<file path="src/pvr_pkg.sv">
package pvr_pkg;

  // Field widths
  localparam int AdcBits   = 10;
  localparam int PwmBits   = 8;
  localparam int MvBits    = 13;
  localparam int GainBits  = 8;
  localparam int ActBits   = 2;
  localparam int CfgIdxBits = 2;

  // Stream word widths (fields packed from bit 0, padded to bytes)
  localparam int InDataBits  = 24;
  localparam int OutDataBits = 24;

  // Shared multiplier operand and product widths
  localparam int MulBits  = 26;
  localparam int ProdBits = 2 * MulBits;

  // Action codes
  localparam logic [ActBits-1:0] ActSample = 2'd0;
  localparam logic [ActBits-1:0] ActTarget = 2'd1;
  localparam logic [ActBits-1:0] ActPause  = 2'd2;

  // Configuration register indexes
  localparam logic [CfgIdxBits-1:0] RegGainProp  = 2'd0;
  localparam logic [CfgIdxBits-1:0] RegGainInteg = 2'd1;
  localparam logic [CfgIdxBits-1:0] RegGainDeriv = 2'd2;

  // Configuration reset values
  localparam logic [GainBits-1:0] GainPropRst  = 8'd10;
  localparam logic [GainBits-1:0] GainIntegRst = 8'd4;
  localparam logic [GainBits-1:0] GainDerivRst = 8'd4;

  // Scaling constants
  localparam int RefMv  = 5000;
  localparam int PwmMax = (1 << PwmBits) - 1;
  localparam int Lim16  = 32767;

  // Reciprocals for the constant divides: floor(2^28/10) and floor(2^32/5000)
  localparam int DivTenShift = 28;
  localparam int DivTenRecip = (1 << DivTenShift) / 10;
  localparam int DutyShift   = 32;
  localparam longint DutyRecip = (64'd1 << DutyShift) / RefMv;

  typedef logic signed [MulBits-1:0]  mul_op_t;
  typedef logic signed [ProdBits-1:0] mul_prod_t;

endpackage

</file>
<file path="src/pid_voltage_regulator_pwm.sv">
// Channel   Dir  Handshake          Word contents (lowest bit up)
// s_*       in   s_tvalid/s_tready  tdata: adc_sample[9:0], target_mv[22:10]; tuser: action[1:0]
// m_*       out  m_tvalid/m_tready  tdata: pwm_duty[7:0], drive_mv[20:8]; tuser: output_enabled
// cfg_*     in   cfg_we             cfg_index selects gain_prop/gain_integ/gain_deriv
//
// A sample word that runs the controller steps the sequencer from StMeas through
// StDfix to StDone; the sequencer issues at most one product per step to a
// single 26x26 multiplier. Target, pause and ignored words go straight to StDone.
// A new word is taken only in StIdle, after the last result word is loaded.
// Reset (rst, synchronous) restores default gains, clears integrator and history.
// A stalled result holds the sequencer in its last step until m_tready.
module pid_voltage_regulator_pwm
  import pvr_pkg::*;
(
  input  logic                     clk,
  input  logic                     rst,
  input  logic                     s_tvalid,
  output logic                     s_tready,
  input  logic [InDataBits-1:0]    s_tdata,   // adc_sample[9:0], target_mv[22:10]
  input  logic [ActBits-1:0]       s_tuser,   // action[1:0]
  output logic                     m_tvalid,
  input  logic                     m_tready,
  output logic [OutDataBits-1:0]   m_tdata,   // pwm_duty[7:0], drive_mv[20:8]
  output logic                     m_tuser,   // output_enabled
  input  logic                     cfg_we,
  input  logic [CfgIdxBits-1:0]    cfg_index,
  input  logic [GainBits-1:0]      cfg_data
);

  // Sequencer codes
  localparam logic [4:0] StIdle  = 5'd0;
  localparam logic [4:0] StMeas  = 5'd1;
  localparam logic [4:0] StErr   = 5'd2;
  localparam logic [4:0] StPterm = 5'd3;
  localparam logic [4:0] StIterm = 5'd4;
  localparam logic [4:0] StDterm = 5'd5;
  localparam logic [4:0] StSum   = 5'd6;
  localparam logic [4:0] StAbs   = 5'd7;
  localparam logic [4:0] StDiv   = 5'd8;
  localparam logic [4:0] StDcor  = 5'd9;
  localparam logic [4:0] StClmp  = 5'd10;
  localparam logic [4:0] StScale = 5'd11;
  localparam logic [4:0] StRecip = 5'd12;
  localparam logic [4:0] StDq    = 5'd13;
  localparam logic [4:0] StDm    = 5'd14;
  localparam logic [4:0] StDfix  = 5'd15;
  localparam logic [4:0] StDone  = 5'd16;

  logic [4:0]              state;
  logic [GainBits-1:0]     gain_prop;
  logic [GainBits-1:0]     gain_integ;
  logic [GainBits-1:0]     gain_deriv;

  // Controller state
  logic signed [15:0]      integ_acc;
  logic [MvBits-1:0]       prev_meas_mv;
  logic [MvBits-1:0]       target_reg;
  logic                    paused_flag;
  logic [PwmBits-1:0]      duty_reg;
  logic [MvBits-1:0]       drive_reg;

  // Working registers
  logic [AdcBits-1:0]      sample;
  logic signed [MvBits:0]  err;
  logic signed [MvBits:0]  diff;
  logic signed [24:0]      acc;
  logic                    neg;
  logic [23:0]             mag;
  logic [20:0]             quo;
  logic [20:0]             pd;
  logic [PwmBits-1:0]      duty_q;
  mul_prod_t               prod;

  // Combinational helpers
  mul_op_t                 mul_a;
  mul_op_t                 mul_b;
  logic [MvBits-1:0]       meas;
  logic signed [MvBits:0]  err_c;
  logic signed [16:0]      integ_sum;
  logic signed [15:0]      integ_next;
  logic [20:0]             q0;
  logic [24:0]             tenq;
  logic [24:0]             rem10;
  logic [20:0]             rem_duty;
  logic                    out_free;
  logic [AdcBits-1:0]      in_sample;
  logic [MvBits-1:0]       in_target;

  assign in_sample = s_tdata[AdcBits-1:0];
  assign in_target = s_tdata[AdcBits+MvBits-1:AdcBits];
  assign s_tready  = (state == StIdle);
  assign out_free  = !m_tvalid || m_tready;

  // Measurement, error and integrator update
  assign meas      = prod[AdcBits+MvBits-1:AdcBits];
  assign err_c     = $signed({1'b0, target_reg}) - $signed({1'b0, meas});
  assign integ_sum = 17'(integ_acc) + 17'(err_c);
  always_comb begin
    if (integ_sum > 17'(Lim16)) begin
      integ_next = 16'(Lim16);
    end else if (integ_sum < -17'(Lim16)) begin
      integ_next = -16'(Lim16);
    end else begin
      integ_next = integ_sum[15:0];
    end
  end

  // Divide-by-ten correction and duty remainder
  assign q0       = prod[DivTenShift+20:DivTenShift];
  assign tenq     = {1'b0, q0, 3'b000} + {3'b000, q0, 1'b0};
  assign rem10    = {1'b0, mag} - tenq;
  assign rem_duty = pd - prod[20:0];

  // Select operands for the shared multiplier
  always_comb begin
    mul_a = '0;
    mul_b = '0;
    case (state)
      StMeas: begin
        mul_a = MulBits'(sample);
        mul_b = MulBits'(RefMv);
      end
      StPterm: begin
        mul_a = MulBits'(gain_prop);
        mul_b = MulBits'(err);
      end
      StIterm: begin
        mul_a = MulBits'(gain_integ);
        mul_b = MulBits'(integ_acc);
      end
      StDterm: begin
        mul_a = MulBits'(gain_deriv);
        mul_b = MulBits'(diff);
      end
      StDiv: begin
        mul_a = MulBits'(mag);
        mul_b = MulBits'(DivTenRecip);
      end
      StScale: begin
        mul_a = MulBits'(drive_reg);
        mul_b = MulBits'(PwmMax);
      end
      StRecip: begin
        mul_a = MulBits'(prod[20:0]);
        mul_b = MulBits'(DutyRecip);
      end
      StDm: begin
        mul_a = MulBits'(duty_q);
        mul_b = MulBits'(RefMv);
      end
      default: begin
        mul_a = '0;
        mul_b = '0;
      end
    endcase
  end

  // Register the product every cycle
  always_ff @(posedge clk) begin
    prod <= mul_a * mul_b;
  end

  // Configuration writes
  always_ff @(posedge clk) begin
    if (rst) begin
      gain_prop  <= GainPropRst;
      gain_integ <= GainIntegRst;
      gain_deriv <= GainDerivRst;
    end else if (cfg_we) begin
      case (cfg_index)
        RegGainProp:  gain_prop  <= cfg_data;
        RegGainInteg: gain_integ <= cfg_data;
        RegGainDeriv: gain_deriv <= cfg_data;
        default: ;
      endcase
    end
  end

  // Datapath work registers
  always_ff @(posedge clk) begin
    case (state)
      StIdle: sample <= in_sample;
      StErr: begin
        err  <= err_c;
        diff <= $signed({1'b0, prev_meas_mv}) - $signed({1'b0, meas});
      end
      StIterm: acc <= prod[24:0];
      StDterm: acc <= acc + prod[24:0];
      StSum:   acc <= acc + prod[24:0];
      StAbs: begin
        neg <= acc[24];
        mag <= acc[24] ? 24'(-acc) : acc[23:0];
      end
      StDcor:  quo <= q0 + 21'(rem10 >= 25'd10);
      StRecip: pd <= prod[20:0];
      StDq:    duty_q <= prod[DutyShift+PwmBits-1:DutyShift];
      default: ;
    endcase
  end

  // Sequencer, controller state and result register
  always_ff @(posedge clk) begin
    if (rst) begin
      state        <= StIdle;
      m_tvalid     <= 1'b0;
      integ_acc    <= '0;
      prev_meas_mv <= '0;
      target_reg   <= '0;
      paused_flag  <= 1'b0;
      duty_reg     <= '0;
      drive_reg    <= '0;
    end else begin
      // Drop a taken word unless the next one loads in the same cycle
      if (m_tvalid && m_tready && state != StDone) begin
        m_tvalid <= 1'b0;
      end
      case (state)
        StIdle: begin
          if (s_tvalid) begin
            state <= StDone;
            case (s_tuser)
              ActSample: begin
                if (!paused_flag) begin
                  state <= StMeas;
                end
              end
              ActTarget: begin
                target_reg <= in_target;
                integ_acc  <= '0;
              end
              ActPause: paused_flag <= !paused_flag;
              default: ;
            endcase
          end
        end
        StErr: begin
          integ_acc    <= integ_next;
          prev_meas_mv <= meas;
          state        <= StPterm;
        end
        StClmp: begin
          if (neg) begin
            drive_reg <= '0;
          end else if (quo > 21'(RefMv)) begin
            drive_reg <= MvBits'(RefMv);
          end else begin
            drive_reg <= quo[MvBits-1:0];
          end
          state <= StScale;
        end
        StDfix: begin
          duty_reg <= duty_q + PwmBits'(rem_duty >= 21'(RefMv));
          state    <= StDone;
        end
        StDone: begin
          // Hold until the result register is free
          if (out_free) begin
            m_tvalid <= 1'b1;
            state    <= StIdle;
          end
        end
        default: state <= state + 5'd1;
      endcase
    end
  end

  // Load the result word
  always_ff @(posedge clk) begin
    if (state == StDone && out_free) begin
      m_tdata <= OutDataBits'({drive_reg, duty_reg});
      m_tuser <= !paused_flag;
    end
  end

endmodule

</file>
<file path="config.mk">
export PLATFORM = sky130hd
export DESIGN_NAME = pid_voltage_regulator_pwm
export DESIGN_NICKNAME = d
export VERILOG_FILES = /design/src/pvr_pkg.sv /design/src/pid_voltage_regulator_pwm.sv
export SDC_FILE = /design/constraint.sdc
export NUM_CORES = 2
export LEC_CHECK = 0
export ABC_AREA = 1
export BUFFER_PORTS_ARGS = -buffer_cell sky130_fd_sc_hd__clkbuf_2
export CAP_MARGIN = 20
export CORE_MARGIN = 1
export CORE_UTILIZATION = 40
export DETAILED_ROUTE_END_ITERATION = 10
export GPL_ROUTABILITY_DRIVEN = 1
export PLACE_DENSITY = 0.61
export SKIP_LAST_GASP = 1
export SYNTH_ARGS = -nofsm -noshare
export SYNTH_HDL_FRONTEND = slang
export SYNTH_SLANG_ARGS = --single-unit
</file>
<file path="constraint.sdc">
create_clock -name clk -period 14.3 [get_ports clk]
set_clock_uncertainty 0.05 [all_clocks]
set_input_delay 3.575 -clock clk [delete_from_list [all_inputs] [get_ports clk]]
set_output_delay 3.575 -clock clk [all_outputs]
set_load 0.02 [all_outputs]
</file>
==> run_results.csv <==
group,metric,value,unit
clock_tree,post-cts-setup-buffer-count,0,
setup_path,rr_startpoint,"state[1]",
setup_path,worstPathMaxFanout,20,
setup_path,worst_stage_delay_on_the_critical_path,0.81,ns
clock_tree,clock_path_buffers,3,
timing,tightest_slew,1.08,ns
run,drv_cap,0,
detailed_routing,antenna_left,0,
floorplan,start_util,0.404,
timing,fmax,0.102,GHz
detailed_routing,num_vias,30100,
pwr,ir_worst_vdd,0.000293,V
clock_tree,clock_tree_root_buffer_cell,"sky130_fd_sc_hd__clkbuf_16",
final_layout,largest_register_ffs,46,
timing,finalSetupViolations,0,
synthesis,yosysTopAreaCell,"sky130_fd_sc_hd__fa_1",
clock_tree,cts_hold_buffers,0,
clock_tree,cts_htree_levels,2,
synthesis,syn-mean-instance-area,8.67,um^2
timing,slew_viol_final,0,
detailed_routing,post_drt_via_cell_ratio,4.96,
global_route,first_global_vias,31000,
floorplan,die_h,317,um
timing,grt_setup_unrepaired,"no",
placement,post-dp-hpwl,96500,um
pwr,pwr_density_cell,205,mW/mm^2
synthesis,synth.top_cell.area_share,0.346,
pwr,sequentialPowerShare,0.151,
pwr,relative_contribution_of_the_clock_network_to_total_power,0.104,
setup_path,setup.worst_path.end_class,"register",
global_route,global_route.peak_usage_layer,"met2",
floorplan,die-width,317,um
placement,gp_congestion,0.931,
pwr,leakage_component_of_the_power,21.5,nW
pwr,p_int,4.08,mW
timing,fin_crit,9.80,ns
clock_tree,numCtsBuffers,34,
final_layout,final.fill_count,9677,
final_layout,finish.utilization,0.439,
clock_tree,clk-insertion-delay-late,0.54,ns
synthesis,synth_cells,4577,
synthesis,number_of_warnings_reported_in_the_yosys_synthesis_log,0,
synthesis,ys.flop_type,"sky130_fd_sc_hd__edfxtp_1",
floorplan,die_area,0.100,mm^2
synthesis,synth.yosys.seq_area_share,0.192,
detailed_routing,wire_per_inst,18.9,um
final_layout,nNetsFinal,5748,
global_route,met3_usage,0.0285,
global_route,grt_first_pass_wirelength,179000,um
clock_tree,clkSlewWorstSetupHoldPaths,0.06,ns
setup_path,critical_path.reg2reg.endpoint,"prod[47]",
setup_path,critical_path_arrival,10.20,ns
setup_path,critical_path_required,14.70,ns
synthesis,number_of_flops_mapped_to_enable_cells_by_yosys,160,
pwr,netSwitchingPower,4.78,mW
detailed_routing,dr.first_iter.drc_count,2168,
synthesis,synth.area.top_cells,"sky130_fd_sc_hd__fa_1, sky130_fd_sc_hd__edfxtp_1, sky130_fd_sc_hd__inv_1",
synthesis,synth_area,0.0397,mm^2
min_path,holdPathEnd,"m_tdata[7]",
setup_path,cpMostUsedCell,"sky130_fd_sc_hd__inv_1",
setup_path,critical_path_launch_point_type,"register",
floorplan,std_cell_core_area,0.0983,mm^2
setup_path,ff2ff_path_depth,38,
detailed_routing,postRouteWirelength,114000,um
global_route,grt_start_max_net_pins,56,
floorplan,design.portCount,68,
synthesis,share_of_synthesized_registers_carrying_an_async_set_or_reset,0,
timing,tns,0,ns
global_route,grt_antenna_before_repair,1,
pwr,comb_power_share,0.746,
synthesis,yosysUniqueCellTypes,58,
floorplan,fp-row-count,115,
min_path,min-delay-start,"duty_reg[7]",
clock_tree,cts-resized-gates,0,
placement,port-buffer-count,63,
synthesis,synth_seq_cells,300,
final_layout,area_growth,8.85,%
detailed_routing,drc_errors,0,
pwr,netSwitchingFraction,0.539,
global_route,grt-ovfl-total,0,
run_status,status,"finished, final reports clean",
global_route,gr-usage-all-layers,0.236,
final_layout,diodes,0,
setup_path,cp_slowest_cell,"sky130_fd_sc_hd__nor2_1",
clock_tree,clock_sink_count,300,
setup_path,r2r_setup_slack,4.50,ns
global_route,groute.layer.met1.usage,0.329,
timing,holdWs,0.380,ns
timing,finalHoldViolCount,0,
timing,slew_headroom,0.278,
final_layout,reg_top3,"prod (46), acc (25), mag (24)",
final_layout,registers.top_by_ff_count,"prod",
global_route,met2_usage,0.396,
timing,final.period_utilization,0.686,
detailed_routing,firstDrtPassIters,6,
setup_path,path_class,"register to register",
min_path,min_path_cells,0,
clock_tree,cts_tree,"built",
final_layout,drive_gt1_frac,0.0479,
min_path,hold_path_class,"register to register",
## placed cells by master (no fill, tap or decap), types with 5 or more instances in the layout
cell type / count
sky130_fd_sc_hd__ha_1: 269
sky130_fd_sc_hd__edfxtp_1: 160
sky130_fd_sc_hd__nand3_1: 111
sky130_fd_sc_hd__a211oi_1: 10
sky130_fd_sc_hd__o21ai_0: 178
sky130_fd_sc_hd__clkbuf_16: 40
sky130_fd_sc_hd__inv_2: 14
sky130_fd_sc_hd__o21ai_1: 9
sky130_fd_sc_hd__nand2_2: 12
sky130_fd_sc_hd__nand4_1: 29
sky130_fd_sc_hd__conb_1: 108
sky130_fd_sc_hd__a221oi_1: 18
sky130_fd_sc_hd__clkbuf_2: 63
sky130_fd_sc_hd__a21o_1: 11
sky130_fd_sc_hd__xnor2_1: 70
sky130_fd_sc_hd__a31oi_1: 15
sky130_fd_sc_hd__o211ai_1: 10
sky130_fd_sc_hd__nor2_2: 10
sky130_fd_sc_hd__o21bai_1: 12
sky130_fd_sc_hd__nor2_1: 390
sky130_fd_sc_hd__nand3b_1: 12
sky130_fd_sc_hd__o22ai_1: 9
sky130_fd_sc_hd__a21oi_1: 249
sky130_fd_sc_hd__clkinv_1: 10
sky130_fd_sc_hd__or2_2: 5
sky130_fd_sc_hd__fa_1: 685
sky130_fd_sc_hd__o31ai_1: 6
sky130_fd_sc_hd__clkinv_2: 6
sky130_fd_sc_hd__xor2_1: 109
sky130_fd_sc_hd__nor2_4: 7
sky130_fd_sc_hd__o21a_1: 5
sky130_fd_sc_hd__nor4_1: 13
sky130_fd_sc_hd__nand2_1: 745
sky130_fd_sc_hd__and2_1: 5
sky130_fd_sc_hd__inv_1: 1110
sky130_fd_sc_hd__dfxtp_1: 140
sky130_fd_sc_hd__nor3_1: 32
sky130_fd_sc_hd__buf_4: 42
## worst max-delay path: cells and delay by family, from the launching register on
kind / cells / cell delay, ns
compound gates: 3 / 0.69
buf+inv: 11 / 1.17
xor+xnor: 1 / 0.15
fa+ha+maj: 9 / 4.30
simple gates: 14 / 2.90
flops: 1 / 0.40
## worst max path at each step
stage	start	endpoint	slack, ns	depth (start not counted)
finish	state[1]	prod[47]	4.50	38
global route	state[0]	prod[47]	3.95	41
CTS	state[0]	prod[47]	4.50	41
detailed placement	state[0]	prod[47]	4.55	41
global placement	state[0]	prod[47]	4.57	40
floorplan	state[0]	prod[34]	6.51	38
## power by group through the flow
| stage | clock network (mW) | registers (mW) | logic, mW |
|---|---|---|---|
| after floorplan | 0 | 1.29 | 4.73 |
| after global placement | 0 | 1.35 | 6.53 |
| after detailed placement | 0 | 1.35 | 6.54 |
| after CTS | 0.929 | 1.33 | 6.60 |
| after global routing | 0.961 | 1.34 | 7.36 |
| final | 0.917 | 1.34 | 6.61 |
## layout make-up
type	instances	area, um^2	share of cell area
Multi-Input combinational cell	3180	27900	0.647
Tap cell	1287	1610	0.0373
Clock buffer	45	1040	0.0241
Timing Repair Buffer	105	631	0.0146
Clock inverter	17	125	0.00290
Inverter	1132	4250	0.0985
Sequential cell	300	7610	0.176
## per-stage QoR
stage / total power [mW] / cells / setup slack (ns) / instance area [um^2]
finish: 8.86 / 6066 / 4.50 / 43200
CTS: 8.86 / 6066 / 4.50 / 43200
global route: 9.67 / 6066 / 3.95 / 43200
global placement: 7.88 / 6004 / 4.57 / 42000
floorplan: 6.02 / 4683 / 6.51 / 40100
detailed placement: 7.89 / 6004 / 4.55 / 42000
## cells in the mapped netlist, types with 15 or more instances
library cell                  n
sky130_fd_sc_hd__a21oi_1    250
sky130_fd_sc_hd__a221oi_1    18
sky130_fd_sc_hd__a31oi_1     15
sky130_fd_sc_hd__buf_2       22
sky130_fd_sc_hd__clkbuf_1    35
sky130_fd_sc_hd__dfxtp_1    140
sky130_fd_sc_hd__edfxtp_1   160
sky130_fd_sc_hd__fa_1       685
sky130_fd_sc_hd__ha_1       269
sky130_fd_sc_hd__inv_1     1110
sky130_fd_sc_hd__nand2_1    745
sky130_fd_sc_hd__nand3_1    111
sky130_fd_sc_hd__nand4_1     29
sky130_fd_sc_hd__nor2_1     394
sky130_fd_sc_hd__nor3_1      32
sky130_fd_sc_hd__o21ai_0    178
sky130_fd_sc_hd__xnor2_1     70
sky130_fd_sc_hd__xor2_1     109
## layer usage
| metal | vias to the layer above | part of all wire |
|---|---|---|
| met2 | 824 | 0.48 |
| met1 | 14900 | 0.44 |
| met3 | 112 | 0.059 |
| li1 | 14200 | - |
| met5 | - | 0 |
| met4 | 0 | 0.021 |
## cell families after synthesis
family                   count (synthesis)  synth area share
AND/OR/NAND/NOR                       1382             0.143
buffers and inverters                 1203             0.116
adder cells (fa/ha/maj)                954             0.430
AO/OA/AOI/OAI                          556            0.0787
flip-flops                             300             0.192
XOR/XNOR                               180            0.0399
other                                    2          0.000189
Note: power is estimated with default switching activity, not from simulation.
